File: config.mk
export PLATFORM = sky130hd
export DESIGN_NAME = pop3_response_parser_top
export DESIGN_NICKNAME = d
export VERILOG_FILES = /design/src/hw/rtl/pop3rp_pkg.sv /design/src/hw/rtl/pop3_response_parser_top.sv /design/src/hw/rtl/pop3rp_core.sv /design/src/hw/rtl/pop3rp_resq.sv
export SDC_FILE = /design/constraint.sdc
export NUM_CORES = 1
export LEC_CHECK = 0
export ABC_AREA = 1
export CAP_MARGIN = 25
export CORE_MARGIN = 8
export CORE_UTILIZATION = 60
export CTS_CLUSTER_SIZE = 30
export DETAILED_ROUTE_END_ITERATION = 8
export DONT_BUFFER_PORTS = 1
export PLACE_DENSITY = 0.76
export SLEW_MARGIN = 20
export SYNTH_ARGS = -nofsm -noshare
export SYNTH_HDL_FRONTEND = slang
export SYNTH_SLANG_ARGS = --single-unit
File: constraint.sdc
create_clock -name clk -period 5.5 [get_ports clk]
set_clock_uncertainty 0.2 [all_clocks]
set_input_delay 0.55 -clock clk [delete_from_list [all_inputs] [get_ports clk]]
set_output_delay 0.55 -clock clk [all_outputs]
set_load 0.01 [all_outputs]
File: src/hw/rtl/pop3rp_pkg.sv
// shared types, codes and helpers for the pop3 response parser
`timescale 1ns / 1ps

package pop3rp_pkg;

    localparam int DEF_MAX_STATUS_LEN = 512;
    localparam int DEF_MAX_LINE_LEN   = 512;

    // result kinds
    localparam logic [2:0] RK_STATUS = 3'd0;
    localparam logic [2:0] RK_NUMBER = 3'd1;
    localparam logic [2:0] RK_TEXT   = 3'd2;
    localparam logic [2:0] RK_END    = 3'd3;
    localparam logic [2:0] RK_ERROR  = 3'd4;

    // response kinds
    localparam logic [2:0] KIND_SINGLE = 3'd0;
    localparam logic [2:0] KIND_STAT   = 3'd1;
    localparam logic [2:0] KIND_LIST   = 3'd2;
    localparam logic [2:0] KIND_UIDL   = 3'd3;
    localparam logic [2:0] KIND_BODY   = 3'd4;

    localparam logic [7:0] CH_PLUS  = 8'h2B;
    localparam logic [7:0] CH_DOT   = 8'h2E;
    localparam logic [7:0] CH_SPACE = 8'h20;
    localparam logic [7:0] CH_CR    = 8'h0D;
    localparam logic [7:0] CH_LF    = 8'h0A;
    localparam logic [7:0] CH_ZERO  = 8'h30;
    localparam logic [7:0] CH_NINE  = 8'h39;

    typedef enum logic [4:0] {
        PH_IDLE   = 5'b00001,
        PH_STATUS = 5'b00010,
        PH_LIST   = 5'b00100,
        PH_UIDL   = 5'b01000,
        PH_BODY   = 5'b10000
    } phase_t;

    typedef struct packed {
        logic [2:0]  kind;
        logic        ok;
        logic [31:0] number;
        logic [7:0]  text;
        logic        item_end;
        logic        done;
    } result_t;

    // up to two results produced by one received byte
    typedef struct packed {
        logic [1:0] cnt;
        result_t    r0;
        result_t    r1;
    } push_t;

    function automatic logic is_digit(input logic [7:0] b);
        return (b >= CH_ZERO) && (b <= CH_NINE);
    endfunction

    // acc * 10 + digit, saturating at all ones
    function automatic logic [31:0] acc_step(input logic [31:0] acc, input logic [7:0] b);
        logic [35:0] wide;
        logic [7:0]  d;
        d    = b - CH_ZERO;
        wide = ({4'd0, acc} << 3) + ({4'd0, acc} << 1) + {32'd0, d[3:0]};
        return (wide[35:32] != 4'd0) ? 32'hFFFF_FFFF : wide[31:0];
    endfunction

endpackage

File: src/hw/rtl/pop3_response_parser_top.sv
// output: a byte's results are registered in the result queue behind earlier ones
// throughput: one byte per cycle while the result side keeps up; a byte can yield
//   up to two results, taken one per cycle while out_ready is high, and in_ready
//   drops when the four-entry result queue has fewer than two free slots
// reset: asynchronous, active low; clears the parse state and empties the queue
`timescale 1ns / 1ps

module pop3_response_parser_top #(
    parameter int MAX_STATUS_LEN = pop3rp_pkg::DEF_MAX_STATUS_LEN,
    parameter int MAX_LINE_LEN   = pop3rp_pkg::DEF_MAX_LINE_LEN
) (
    input  logic        clk,
    input  logic        rst_n,
    input  logic        in_valid,
    output logic        in_ready,
    input  logic [7:0]  rx_byte,
    input  logic [2:0]  response_kind,
    output logic        out_valid,
    input  logic        out_ready,
    output logic [2:0]  result_kind,
    output logic        status_ok,
    output logic [31:0] number_value,
    output logic [7:0]  text_byte,
    output logic        item_end,
    output logic        response_done
);

    pop3rp_pkg::push_t   push;
    pop3rp_pkg::result_t head;
    logic                room;
    logic                accept;

    assign in_ready = room;
    assign accept   = in_valid && room;

    pop3rp_core #(
        .MAX_STATUS_LEN (MAX_STATUS_LEN),
        .MAX_LINE_LEN   (MAX_LINE_LEN)
    ) u_core (
        .clk           (clk),
        .rst_n         (rst_n),
        .accept        (accept),
        .rx_byte       (rx_byte),
        .response_kind (response_kind),
        .push          (push)
    );

    pop3rp_resq u_resq (
        .clk       (clk),
        .rst_n     (rst_n),
        .push      (push),
        .room      (room),
        .out_valid (out_valid),
        .out_ready (out_ready),
        .head      (head)
    );

    assign result_kind   = head.kind;
    assign status_ok     = head.ok;
    assign number_value  = head.number;
    assign text_byte     = head.text;
    assign item_end      = head.item_end;
    assign response_done = head.done;

endmodule

File: src/hw/rtl/pop3rp_core.sv
// per-byte parse state and result generation
`timescale 1ns / 1ps

module pop3rp_core #(
    parameter int MAX_STATUS_LEN = pop3rp_pkg::DEF_MAX_STATUS_LEN,
    parameter int MAX_LINE_LEN   = pop3rp_pkg::DEF_MAX_LINE_LEN
) (
    input  logic               clk,
    input  logic               rst_n,
    input  logic               accept,
    input  logic [7:0]         rx_byte,
    input  logic [2:0]         response_kind,
    output pop3rp_pkg::push_t  push
);

    localparam int MAX_LEN = (MAX_STATUS_LEN > MAX_LINE_LEN) ? MAX_STATUS_LEN : MAX_LINE_LEN;
    localparam int LEN_W   = $clog2(MAX_LEN + 1);
    localparam logic [LEN_W-1:0] STATUS_LIMIT = LEN_W'(MAX_STATUS_LEN);
    localparam logic [LEN_W-1:0] LINE_LIMIT   = LEN_W'(MAX_LINE_LEN);

    pop3rp_pkg::phase_t phase_reg, phase_next;
    logic [2:0]       kind_reg, kind_next;
    logic             ok_reg, ok_next;
    logic             cr_reg, cr_next;
    logic [LEN_W-1:0] len_reg, len_next;
    logic [1:0]       sp_reg, sp_next;
    logic [31:0]      acc_reg, acc_next;
    logic             hc_reg, hc_next;
    logic [7:0]       hib_reg, hib_next;
    logic             hiv_reg, hiv_next;

    logic             fail;
    logic             clr;
    logic [LEN_W-1:0] limit;
    pop3rp_pkg::result_t r0, r1;
    logic [1:0]       cnt;

    always_comb
    begin
        phase_next = phase_reg;
        kind_next  = kind_reg;
        ok_next    = ok_reg;
        cr_next    = cr_reg;
        len_next   = len_reg;
        sp_next    = sp_reg;
        acc_next   = acc_reg;
        hc_next    = hc_reg;
        hib_next   = hib_reg;
        hiv_next   = hiv_reg;
        fail       = 1'b0;
        clr        = 1'b0;
        r0         = '0;
        r1         = '0;
        cnt        = 2'd0;

        // first byte of a response samples the kind and the status sign
        if (phase_next == pop3rp_pkg::PH_IDLE)
        begin
            kind_next  = (response_kind <= pop3rp_pkg::KIND_BODY) ? response_kind
                                                                  : pop3rp_pkg::KIND_SINGLE;
            ok_next    = (rx_byte == pop3rp_pkg::CH_PLUS);
            cr_next    = 1'b0;
            len_next   = '0;
            sp_next    = 2'd0;
            acc_next   = '0;
            hc_next    = 1'b0;
            hib_next   = '0;
            hiv_next   = 1'b0;
            phase_next = pop3rp_pkg::PH_STATUS;
        end

        limit = (phase_next == pop3rp_pkg::PH_STATUS) ? STATUS_LIMIT : LINE_LIMIT;

        if (len_next >= limit)
        begin
            fail = 1'b1;
        end
        else
        begin
            len_next = len_next + LEN_W'(1);
            if (cr_next)
            begin
                if (rx_byte != pop3rp_pkg::CH_LF)
                begin
                    fail = 1'b1;
                end
                else if (phase_next == pop3rp_pkg::PH_STATUS)
                begin
                    if (!ok_next || kind_next == pop3rp_pkg::KIND_SINGLE)
                    begin
                        r0.kind    = pop3rp_pkg::RK_STATUS;
                        r0.ok      = ok_next;
                        r0.done    = 1'b1;
                        cnt        = 2'd1;
                        clr        = 1'b1;
                        phase_next = pop3rp_pkg::PH_IDLE;
                    end
                    else if (kind_next == pop3rp_pkg::KIND_STAT)
                    begin
                        if (sp_next == 2'd0)
                        begin
                            fail = 1'b1;
                        end
                        else
                        begin
                            r0.kind    = pop3rp_pkg::RK_STATUS;
                            r0.ok      = 1'b1;
                            r1.kind    = pop3rp_pkg::RK_NUMBER;
                            r1.number  = acc_next;
                            r1.done    = 1'b1;
                            cnt        = 2'd2;
                            clr        = 1'b1;
                            phase_next = pop3rp_pkg::PH_IDLE;
                        end
                    end
                    else
                    begin
                        r0.kind = pop3rp_pkg::RK_STATUS;
                        r0.ok   = 1'b1;
                        cnt     = 2'd1;
                        clr     = 1'b1;
                        if (kind_next == pop3rp_pkg::KIND_LIST)
                            phase_next = pop3rp_pkg::PH_LIST;
                        else if (kind_next == pop3rp_pkg::KIND_UIDL)
                            phase_next = pop3rp_pkg::PH_UIDL;
                        else
                            phase_next = pop3rp_pkg::PH_BODY;
                    end
                end
                else if (hc_next)
                begin
                    // terminating dot line
                    r0.kind    = pop3rp_pkg::RK_END;
                    r0.done    = 1'b1;
                    cnt        = 2'd1;
                    clr        = 1'b1;
                    phase_next = pop3rp_pkg::PH_IDLE;
                end
                else if (phase_next == pop3rp_pkg::PH_LIST)
                begin
                    if (sp_next == 2'd0)
                    begin
                        fail = 1'b1;
                    end
                    else
                    begin
                        r0.kind   = pop3rp_pkg::RK_NUMBER;
                        r0.number = acc_next;
                        cnt       = 2'd1;
                        clr       = 1'b1;
                    end
                end
                else if (phase_next == pop3rp_pkg::PH_UIDL)
                begin
                    if (sp_next == 2'd0)
                    begin
                        fail = 1'b1;
                    end
                    else
                    begin
                        if (hiv_next)
                        begin
                            r0.kind     = pop3rp_pkg::RK_TEXT;
                            r0.text     = hib_next;
                            r0.item_end = 1'b1;
                            cnt         = 2'd1;
                        end
                        clr = 1'b1;
                    end
                end
                else
                begin
                    r0.kind = pop3rp_pkg::RK_TEXT;
                    r0.text = pop3rp_pkg::CH_CR;
                    r1.kind = pop3rp_pkg::RK_TEXT;
                    r1.text = pop3rp_pkg::CH_LF;
                    cnt     = 2'd2;
                    clr     = 1'b1;
                end
            end
            else if (rx_byte == pop3rp_pkg::CH_CR)
            begin
                cr_next = 1'b1;
            end
            else if (phase_next != pop3rp_pkg::PH_STATUS && len_next == LEN_W'(1)
                     && rx_byte == pop3rp_pkg::CH_DOT)
            begin
                hc_next = 1'b1;
            end
            else if (phase_next != pop3rp_pkg::PH_STATUS && hc_next
                     && phase_next != pop3rp_pkg::PH_BODY)
            begin
                fail = 1'b1;
            end
            else
            begin
                // a stuffed leading dot on a body line is dropped here
                hc_next = 1'b0;
                case (phase_next)
                    pop3rp_pkg::PH_STATUS:
                    begin
                        if (ok_next && kind_next == pop3rp_pkg::KIND_STAT)
                        begin
                            if (sp_next == 2'd0)
                            begin
                                if (rx_byte == pop3rp_pkg::CH_SPACE)
                                    sp_next = 2'd1;
                            end
                            else if (sp_next == 2'd1)
                            begin
                                if (rx_byte == pop3rp_pkg::CH_SPACE)
                                    sp_next = 2'd2;
                                else if (pop3rp_pkg::is_digit(rx_byte))
                                    acc_next = pop3rp_pkg::acc_step(acc_next, rx_byte);
                                else
                                    fail = 1'b1;
                            end
                        end
                    end
                    pop3rp_pkg::PH_LIST:
                    begin
                        if (sp_next == 2'd0)
                        begin
                            if (rx_byte == pop3rp_pkg::CH_SPACE)
                                sp_next = 2'd1;
                        end
                        else if (pop3rp_pkg::is_digit(rx_byte))
                        begin
                            acc_next = pop3rp_pkg::acc_step(acc_next, rx_byte);
                        end
                        else
                        begin
                            fail = 1'b1;
                        end
                    end
                    pop3rp_pkg::PH_UIDL:
                    begin
                        if (sp_next == 2'd0)
                        begin
                            if (rx_byte == pop3rp_pkg::CH_SPACE)
                                sp_next = 2'd1;
                        end
                        else
                        begin
                            // id bytes go out one behind so the last one can be flagged
                            if (hiv_next)
                            begin
                                r0.kind = pop3rp_pkg::RK_TEXT;
                                r0.text = hib_next;
                                cnt     = 2'd1;
                            end
                            hib_next = rx_byte;
                            hiv_next = 1'b1;
                        end
                    end
                    default:
                    begin
                        r0.kind = pop3rp_pkg::RK_TEXT;
                        r0.text = rx_byte;
                        cnt     = 2'd1;
                    end
                endcase
            end
        end

        if (fail)
        begin
            r0         = '0;
            r1         = '0;
            r0.kind    = pop3rp_pkg::RK_ERROR;
            r0.done    = 1'b1;
            cnt        = 2'd1;
            clr        = 1'b1;
            phase_next = pop3rp_pkg::PH_IDLE;
        end

        if (clr)
        begin
            cr_next  = 1'b0;
            len_next = '0;
            sp_next  = 2'd0;
            acc_next = '0;
            hc_next  = 1'b0;
            hib_next = '0;
            hiv_next = 1'b0;
        end
    end

    always_ff @(posedge clk or negedge rst_n)
    begin
        if (!rst_n)
        begin
            phase_reg <= pop3rp_pkg::PH_IDLE;
            kind_reg  <= '0;
            ok_reg    <= 1'b0;
            cr_reg    <= 1'b0;
            len_reg   <= '0;
            sp_reg    <= 2'd0;
            acc_reg   <= '0;
            hc_reg    <= 1'b0;
            hib_reg   <= '0;
            hiv_reg   <= 1'b0;
        end
        else if (accept)
        begin
            phase_reg <= phase_next;
            kind_reg  <= kind_next;
            ok_reg    <= ok_next;
            cr_reg    <= cr_next;
            len_reg   <= len_next;
            sp_reg    <= sp_next;
            acc_reg   <= acc_next;
            hc_reg    <= hc_next;
            hib_reg   <= hib_next;
            hiv_reg   <= hiv_next;
        end
    end

    always_comb
    begin
        push.cnt = accept ? cnt : 2'd0;
        push.r0  = r0;
        push.r1  = r1;
    end

endmodule

File: src/hw/rtl/pop3rp_resq.sv
// four-entry result queue, takes up to two results per cycle
`timescale 1ns / 1ps

module pop3rp_resq (
    input  logic                clk,
    input  logic                rst_n,
    input  pop3rp_pkg::push_t   push,
    output logic                room,
    output logic                out_valid,
    input  logic                out_ready,
    output pop3rp_pkg::result_t head
);

    pop3rp_pkg::result_t entry_reg [4];
    logic [1:0] wptr_reg, wptr_next;
    logic [1:0] rptr_reg, rptr_next;
    logic [2:0] count_reg, count_next;
    logic       pop;

    assign room      = (count_reg <= 3'd2);
    assign out_valid = (count_reg != 3'd0);
    assign head      = entry_reg[rptr_reg];
    assign pop       = out_valid && out_ready;

    always_comb
    begin
        wptr_next  = wptr_reg + push.cnt;
        rptr_next  = rptr_reg + {1'b0, pop};
        count_next = count_reg + {1'b0, push.cnt} - {2'd0, pop};
    end

    always_ff @(posedge clk)
    begin
        if (push.cnt != 2'd0)
            entry_reg[wptr_reg] <= push.r0;
        if (push.cnt == 2'd2)
            entry_reg[wptr_reg + 2'd1] <= push.r1;
    end

    always_ff @(posedge clk or negedge rst_n)
    begin
        if (!rst_n)
        begin
            wptr_reg  <= 2'd0;
            rptr_reg  <= 2'd0;
            count_reg <= 3'd0;
        end
        else
        begin
            wptr_reg  <= wptr_next;
            rptr_reg  <= rptr_next;
            count_reg <= count_next;
        end
    end

endmodule

Word level (Yosys, flattened, before mapping)

Memory sizes are Yosys's and may differ from the RTL's.
Cells that the tools add are included.

Add/subtract/negate cells: 9
$lt $le $gt $ge: 5
Equality and inequality tests: 17
Muxes and demuxes: 197
Reductions and logical operators: 17

Operators by type and width:

| kind                  | number |
|---|---|
| $mux 32               | 19 |
| $mux 46               | 4 |
| $mux 8                | 19 |
| $mux 40               | 3 |
| $mux 41               | 2 |
| $mux 1                | 72 |
| $mux 2                | 32 |
| $pmux 32 s2           | 1 |
| $mux 5                | 12 |
| $mux 3                | 19 |
| $add 35x33->36        | 1 |
| $add 36x4->36         | 1 |
| $mux 33               | 1 |
| $mux 10               | 3 |
| $mux 9                | 3 |
| $eq 8x6->1 const B    | 3 |
| $pmux 8 s2            | 1 |
| $add 10x1->10 const B | 1 |
| $eq 10x1->1 const B   | 1 |
| $ge 10x10->1 const B  | 1 |
| $eq 8x4->1 const B    | 1 |
| $ge 8x6->1 const B    | 1 |
| $le 8x6->1 const B    | 1 |
| $logic_and 1x1->1     | 8 |
| other kinds (31)      | 35 |

Bits in registers: 71
Bits in writable memories: 184
Bits of input ports: 15
Output and inout bits: 48
Memories kept: 1

Memory list:

| memory           | depth | width | read ports | clocked after Yosys merged registers in | wr ports | line              | source |
|---|---|---|---|---|---|---|---|
| u_resq.entry_reg | 4     | 46    | 1          | 0                                       | 2        | pop3rp_resq.sv:14 | `pop3rp_pkg::result_t entry_reg [4];` |

Depth between registers and ports, before layout

Depth after elaboration: 18
Gate-level depth with buffers: 30
Depth with buffers taken out: 28

By module

A second synthesis with hierarchy kept.

Cell total of the unflattened synthesis: 2339
Area, all modules: 17754.5 um^2

By module, submodules not included:

| module                   | instances | cells each | area an instance (um^2) | sequential area each (um^2) |
|---|---|---|---|---|
| pop3rp_resq              | 1         | 1007       | 9575.4                  | 5700.5 |
| pop3rp_core              | 1         | 1330       | 8171.6                  | 1602.8 |
| pop3_response_parser_top | 1         | 2          | 7.5                     | 0.0 |

Least setup slack after synthesis

Ideal clock, no wire load.

Path kind: reg2reg
Start point: reg u_core.phase_reg[0]
End point: mem u_resq.entry_reg[2][0] (netlist name), enable pin
Arrival time: 4.033 ns
Required time: 4.788 ns
Path slack: 0.755 ns
Stages on the path, launching flop included: 27
Path buffers: 4
Period minus slack after synthesis: 4.745 ns
Cell sequence: dfstp_2 inv_2 nor2_4 inv_2 nor2_8 buf_6 clkbuf_1 clkbuf_1 nor2_1 ha_1 nand4_1 inv_1 nand3_1 nand2_1 nand2_1 inv_1 nor2_1 nand4_2 nand2_2 nand2_4 nor2_1 nand2_1 nand2_1 nand2_4 nand2_4 buf_2 nand2_1

RTL lines:

| item                     | line               | source |
|---|---|---|
| start: declaration       | pop3rp_core.sv:21  | `pop3rp_pkg::phase_t phase_reg, phase_next;` |
| start signal: assignment | pop3rp_core.sv:293 | `phase_reg <= pop3rp_pkg::PH_IDLE;` |
| start signal: assignment | pop3rp_core.sv:306 | `phase_reg <= phase_next;` |
| end: declaration         | pop3rp_resq.sv:14  |  |

Worst setup path in the final report

Start point: reg u_core.phase_reg[0]
End point: reg u_core.acc_reg[21]

Cells in the longest elaborated chain, start to end: 18

Ends and longest elaborated chain:

| item                   | line                                   | source |
|---|---|---|
| $eq 5x1->1             | pop3rp_core.sv:57                      | `if (phase_next == pop3rp_pkg::PH_IDLE)` |
| $mux 32                | pop3rp_core.sv:57                      |  |
| $add 35x33->36         | pop3rp_pkg.sv:64                       | `wide = ({4'd0, acc} << 3) + ({4'd0, acc} << 1) + {32'd0, d[3:0]};` |
| $add 36x4->36          | pop3rp_pkg.sv:64                       |  |
| $reduce_bool 4->1      | pop3rp_pkg.sv:65                       | `return (wide[35:32] != 4'd0) ? 32'hFFFF_FFFF : wide[31:0];` |
| $mux 32                | pop3rp_pkg.sv:65                       |  |
| $mux 32                | pop3rp_core.sv:213, pop3rp_core.sv:227 |  |
| $mux 32                | pop3rp_core.sv:211                     | `if (rx_byte == pop3rp_pkg::CH_SPACE)` |
| [2 not listed]         | n/a                                    |  |
| $mux 32                | pop3rp_core.sv:202                     | `if (ok_next && kind_next == pop3rp_pkg::KIND_STAT)` |
| $pmux 32 s2            | pop3rp_core.sv:199                     | `case (phase_next)` |
| $mux 32                | pop3rp_core.sv:190                     | `else if (phase_next != pop3rp_pkg::PH_STATUS && hc_next` |
| $mux 32                | pop3rp_core.sv:185                     | `else if (phase_next != pop3rp_pkg::PH_STATUS && len_next == LEN_W'(1)` |
| $mux 32                | pop3rp_core.sv:181                     | `else if (rx_byte == pop3rp_pkg::CH_CR)` |
| $mux 32                | pop3rp_core.sv:81                      | `if (cr_next)` |
| $mux 32                | pop3rp_core.sv:74                      | `if (len_next >= limit)` |
| $mux 32 *              | pop3rp_core.sv:277                     | `if (clr)` |
| end signal: assignment | pop3rp_core.sv:312                     | `acc_reg <= acc_next;` |
| end: declaration       | pop3rp_core.sv:27                      | `logic [31:0] acc_reg, acc_next;` |

Mark *: on every way between the ends. The rest lies on a longest branch, timed or not.
A chain may end at the register's enable or synchronous reset.

==> summary.md <==
| Metric | Value |
|---|---|
| Core footprint | `0.0270 mm²` |
| Hold Crit Depth | `2` |
| Reg area | `about 0.0069 mm²` |
| Crit path buffers/inverters | `4` |
| Switch share | `46.3%` |
| Power share of the combinational group | `48.0%` |
| Top delay family on crit path | `simple AND/OR/NAND/NOR gates` |
| Reg2reg path depth | `25` |
| Final hold viol count | `0` |
| Avg Cell Area, Syn | `about 7.6 µm²` |
| WP data arrival | `around 5200 ps` |
| Hold WC Path Type | `in2reg` |
| Slowest CP cell | `dfstp_2` |
| CTS tree | `done` |
| Overall routing resource usage | `between 30% and 40%` |
| Post-synthesis net count | `around 2200` |
| First-pass GRT wire length | `80700 µm` |
| Yosys warnings | `0` |
| Most frequent CP cell | `nand2_1` |
| Final HPWL DP | `34500 µm` |
| DR vias | `around 16000` |
| GRT overflow | `0` |
| CP startpoint kind | `register` |
| Post-CTS Setup Bufs | `0` |
| Share of layout cells above drive strength 1 | `under 10%` |
| R2R Setup Slk | `around 470 ps` |
| Asr flop ratio synth | `between 20 and 30%` |
| Clock Sink Count | `about 260` |
| FILL cells | `between 2000 and 2500` |
| Req. time, crit path | `about 5700 ps` |
| EDFF count, synth | `about 150` |
| Synth area leaders | `edfxtp_1 27%, nand2_1 11%, dfrtp_1 11%, o21ai_0 6.7%, ha_1 5.3%` |
| Die H | `around 180 µm` |
| Pins over their slew limit | `0` |
| Worst ir drop on vdd | `about 400 µV` |
| Critical path origin | `u_core.phase_reg[0]$_DFFE_PN1P_` |
| Initial detailed-routing violation count | `between 2000 and 2500` |
| Synth unique cells | `between 50 and 60` |
| WL final | `a little over 50000 µm` |
| Multi-input logic area | `between 0.008 and 0.009 mm²` |
| Worst R2R End | `u_core.acc_reg[21]$_DFFE_PN0P_` |
| Setup tns final | `0 ps` |
| Nature of the critical path endpoint | `register` |
| Layout Nets | `between 2000 and 2500` |
| Worst r2r src | `u_core.phase_reg[0]$_DFFE_PN1P_` |
| Switching power summed over all nets | `4.01 mW` |
| Place WS | `456 ps` |
| Syn-to-layout area delta | `7.91%` |
| Drc violations | `0` |
| Routability cong. | `~1.0` |
| Avg WL per Cell | `20.7 µm` |
| Clock group share of total power | `between 20% and 30%` |
| Pleak | `roughly 7.3 nW` |
| CP max FO | `18` |
| Gate Count Post-Synth | `2155` |
| Max_cap viols | `0` |
| Slew @ Worst Pin | `a little under 1000 ps` |
| Vias in the first global route | `around 15000` |
| Row cnt | `60` |
| Post-Syn Area | `approximately 0.016 mm²` |
| Top cell type's share of synthesized area | `27.1%` |
| Post-Route Utilization | `approximately two thirds` |
| # diodes | `0` |
| Sequential share of power | `~30%` |
| Port buffer count | `0` |
| Hold Crit Endpoint | `u_core.hib_reg[7]$_DFFE_PN0P_` |
| Status | `finished clean` |
| Num ports | `63` |
| Die Wd | `between 150 and 200 µm` |
| Dominant synthesized flop cell | `edfxtp_1` |
| Period utilization | `about nine tenths` |
| Level count of the clock H-tree | `1` |
| HP Start | `rx_byte[7]` |
| Initial core utilization | `approximately 60%` |
| FF+latch count, synth | `about 260` |
| Max-slew headroom | `roughly 34%` |
| CTS Buf Count | `28` |
| Cell Pwr Density | `between 400 and 500 mW/mm²` |
| Sequential share of the synthesized area | `42.3%` |
| Worst-Skew Late Latency | `approximately 560 ps` |
| Clk root buf | `clkbuf_16` |
| Final worst slack | `about 470 ps` |
| Max Clk Rate | `between 150 and 200 MHz` |
| Pin count of the biggest net entering global routing | `between 90 and 100` |
| Routed Antenna Nets | `0` |
| Slowest cell delay on critical path | `~550 ps` |
| Fin crit period | `approximately 5000 ps` |
| Clock-pin transition on the worst setup and hold timing paths | `about 60 ps` |
| Top cell type by total area after synthesis | `edfxtp_1` |
| Die area | `approximately 0.033 mm²` |
| Number of flip-flops in the largest register | `184` |
| Deepest clock path buffer count | `3` |
| Initial antenna violation count | `1` |
| Internal power consumption | `4.65 mW` |
| RSZ-0062 raised after global routing | `no` |
| CP Class | `reg2reg` |
| First-pass DRT Iterations | `6` |
| Via density | `6.40` |
| Final-report setup violation count | `0` |
-- through the flow --
step	hold WS (ps)	total power [mW]	cells	cell area (µm²)
after floorplan	54.4	5.50	2155	16400
after global placement	57.5	6.58	2427	16700
after detailed placement	56.8	6.66	2427	16700
after CTS	4.56	8.58	2481	17700
after global routing	42.0	9.15	2481	17700
final	24.4	8.66	2481	17700
-- power by group through the flow --
| stage | Clock [mW] | Sequential (mW) | Combinational, mW |
|---|---|---|---|
| 6_report | 1.92 | 2.59 | 4.15 |
| 3_5_place_dp | 0 | 2.62 | 4.04 |
| 4_1_cts | 1.92 | 2.58 | 4.07 |
| 3_3_place_gp | 0 | 2.60 | 3.98 |
| 5_1_grt | 2.00 | 2.62 | 4.53 |
| 2_1_floorplan | 0 | 2.58 | 2.92 |
-- metal layers --
layer | GRT usage, % | routed length [µm]
met1 | 40.9 | 20600
met2 | 48.4 | 23400
met4 | 9.54 | 1420
met3 | 6.13 | 5980
met5 | 0 | 14
-- placed cells by master (no fill, tap or decap), types with 8 or more instances in the layout --
master,count
dfrtp_1,69
xor2_1,20
nand2_2,8
nand3_1,119
a21oi_1,112
o21ai_1,139
clkbuf_16,28
o211ai_1,18
buf_4,33
nor3_1,32
edfxtp_1,148
ha_1,70
nand4_1,16
o21ai_0,218
o2111ai_1,10
nand2_1,499
nor2_1,222
o22ai_1,61
inv_1,147
dfxtp_1,36
inv_2,17
-- synthesized netlist by cell type, types with 2 or more instances --
cell type  number
nand2_1       499
nor2_1        223
o21ai_0       220
inv_1         149
edfxtp_1      148
o21ai_1       137
nand3_1       119
a21oi_1       112
dfrtp_1        70
ha_1           70
clkbuf_1       61
o22ai_1        61
buf_2          39
dfxtp_1        36
nor3_1         32
xor2_1         20
o211ai_1       18
inv_2          16
nand4_1        16
o2111ai_1      10
nand2_2         8
nand2_4         6
nand3_2         6
nor2_2          6
nor2_4          6
buf_6           5
or2_2           5
xnor2_1         5
a22oi_1         4
nand3b_1        4
o21bai_1        4
a211oi_1        3
a21boi_0        3
a21o_1          3
o211a_1         3
o21a_1          3
a31oi_1         2
buf_4           2
fa_1            2
nor4_1          2
o31ai_1         2
-- kinds of logic after synthesis --
family | count (synthesis) | synth area share (%)
simple gates | 938 | 24.4
flops | 255 | 42.3
xor+xnor | 25 | 1.33
compound gates | 590 | 19.6
buf+inv | 275 | 6.87
fa+ha+maj | 72 | 5.58
-- area by class of cell --
class | instances | share of cell area [%]
Clock buffer | 31 | 4.02
Clock inverter | 19 | 1.21
Inverter | 166 | 3.52
Multi-Input combinational cell | 1625 | 47.1
Sequential cell | 255 | 39.2
Tap cell | 341 | 2.41
Timing Repair Buffer | 44 | 2.51
-- what timing repair did --
action	CTS	global route
hold endpoints to repair	73	0
setup endpoints to repair	0	1
hold buffers	4	0
resized for setup	0	2
-- worst max path at each step --
| stage | to | slack (ps) | cells after the start |
|---|---|---|---|
| 4_1_cts | u_core.acc_reg[21]$_DFFE_PN0P_ | 400 | 23 |
| 2_1_floorplan | u_resq.entry_reg[2][0]$_DFFE_PP_ | 750 | 26 |
| 3_3_place_gp | u_core.acc_reg[23]$_DFFE_PN0P_ | 720 | 23 |
| 6_report | u_core.acc_reg[21]$_DFFE_PN0P_ | 470 | 25 |
| 3_5_place_dp | u_core.acc_reg[21]$_DFFE_PN0P_ | 460 | 23 |
| 5_1_grt | u_core.acc_reg[21]$_DFFE_PN0P_ | 90 | 25 |
Power figures use the tool's default switching activity.
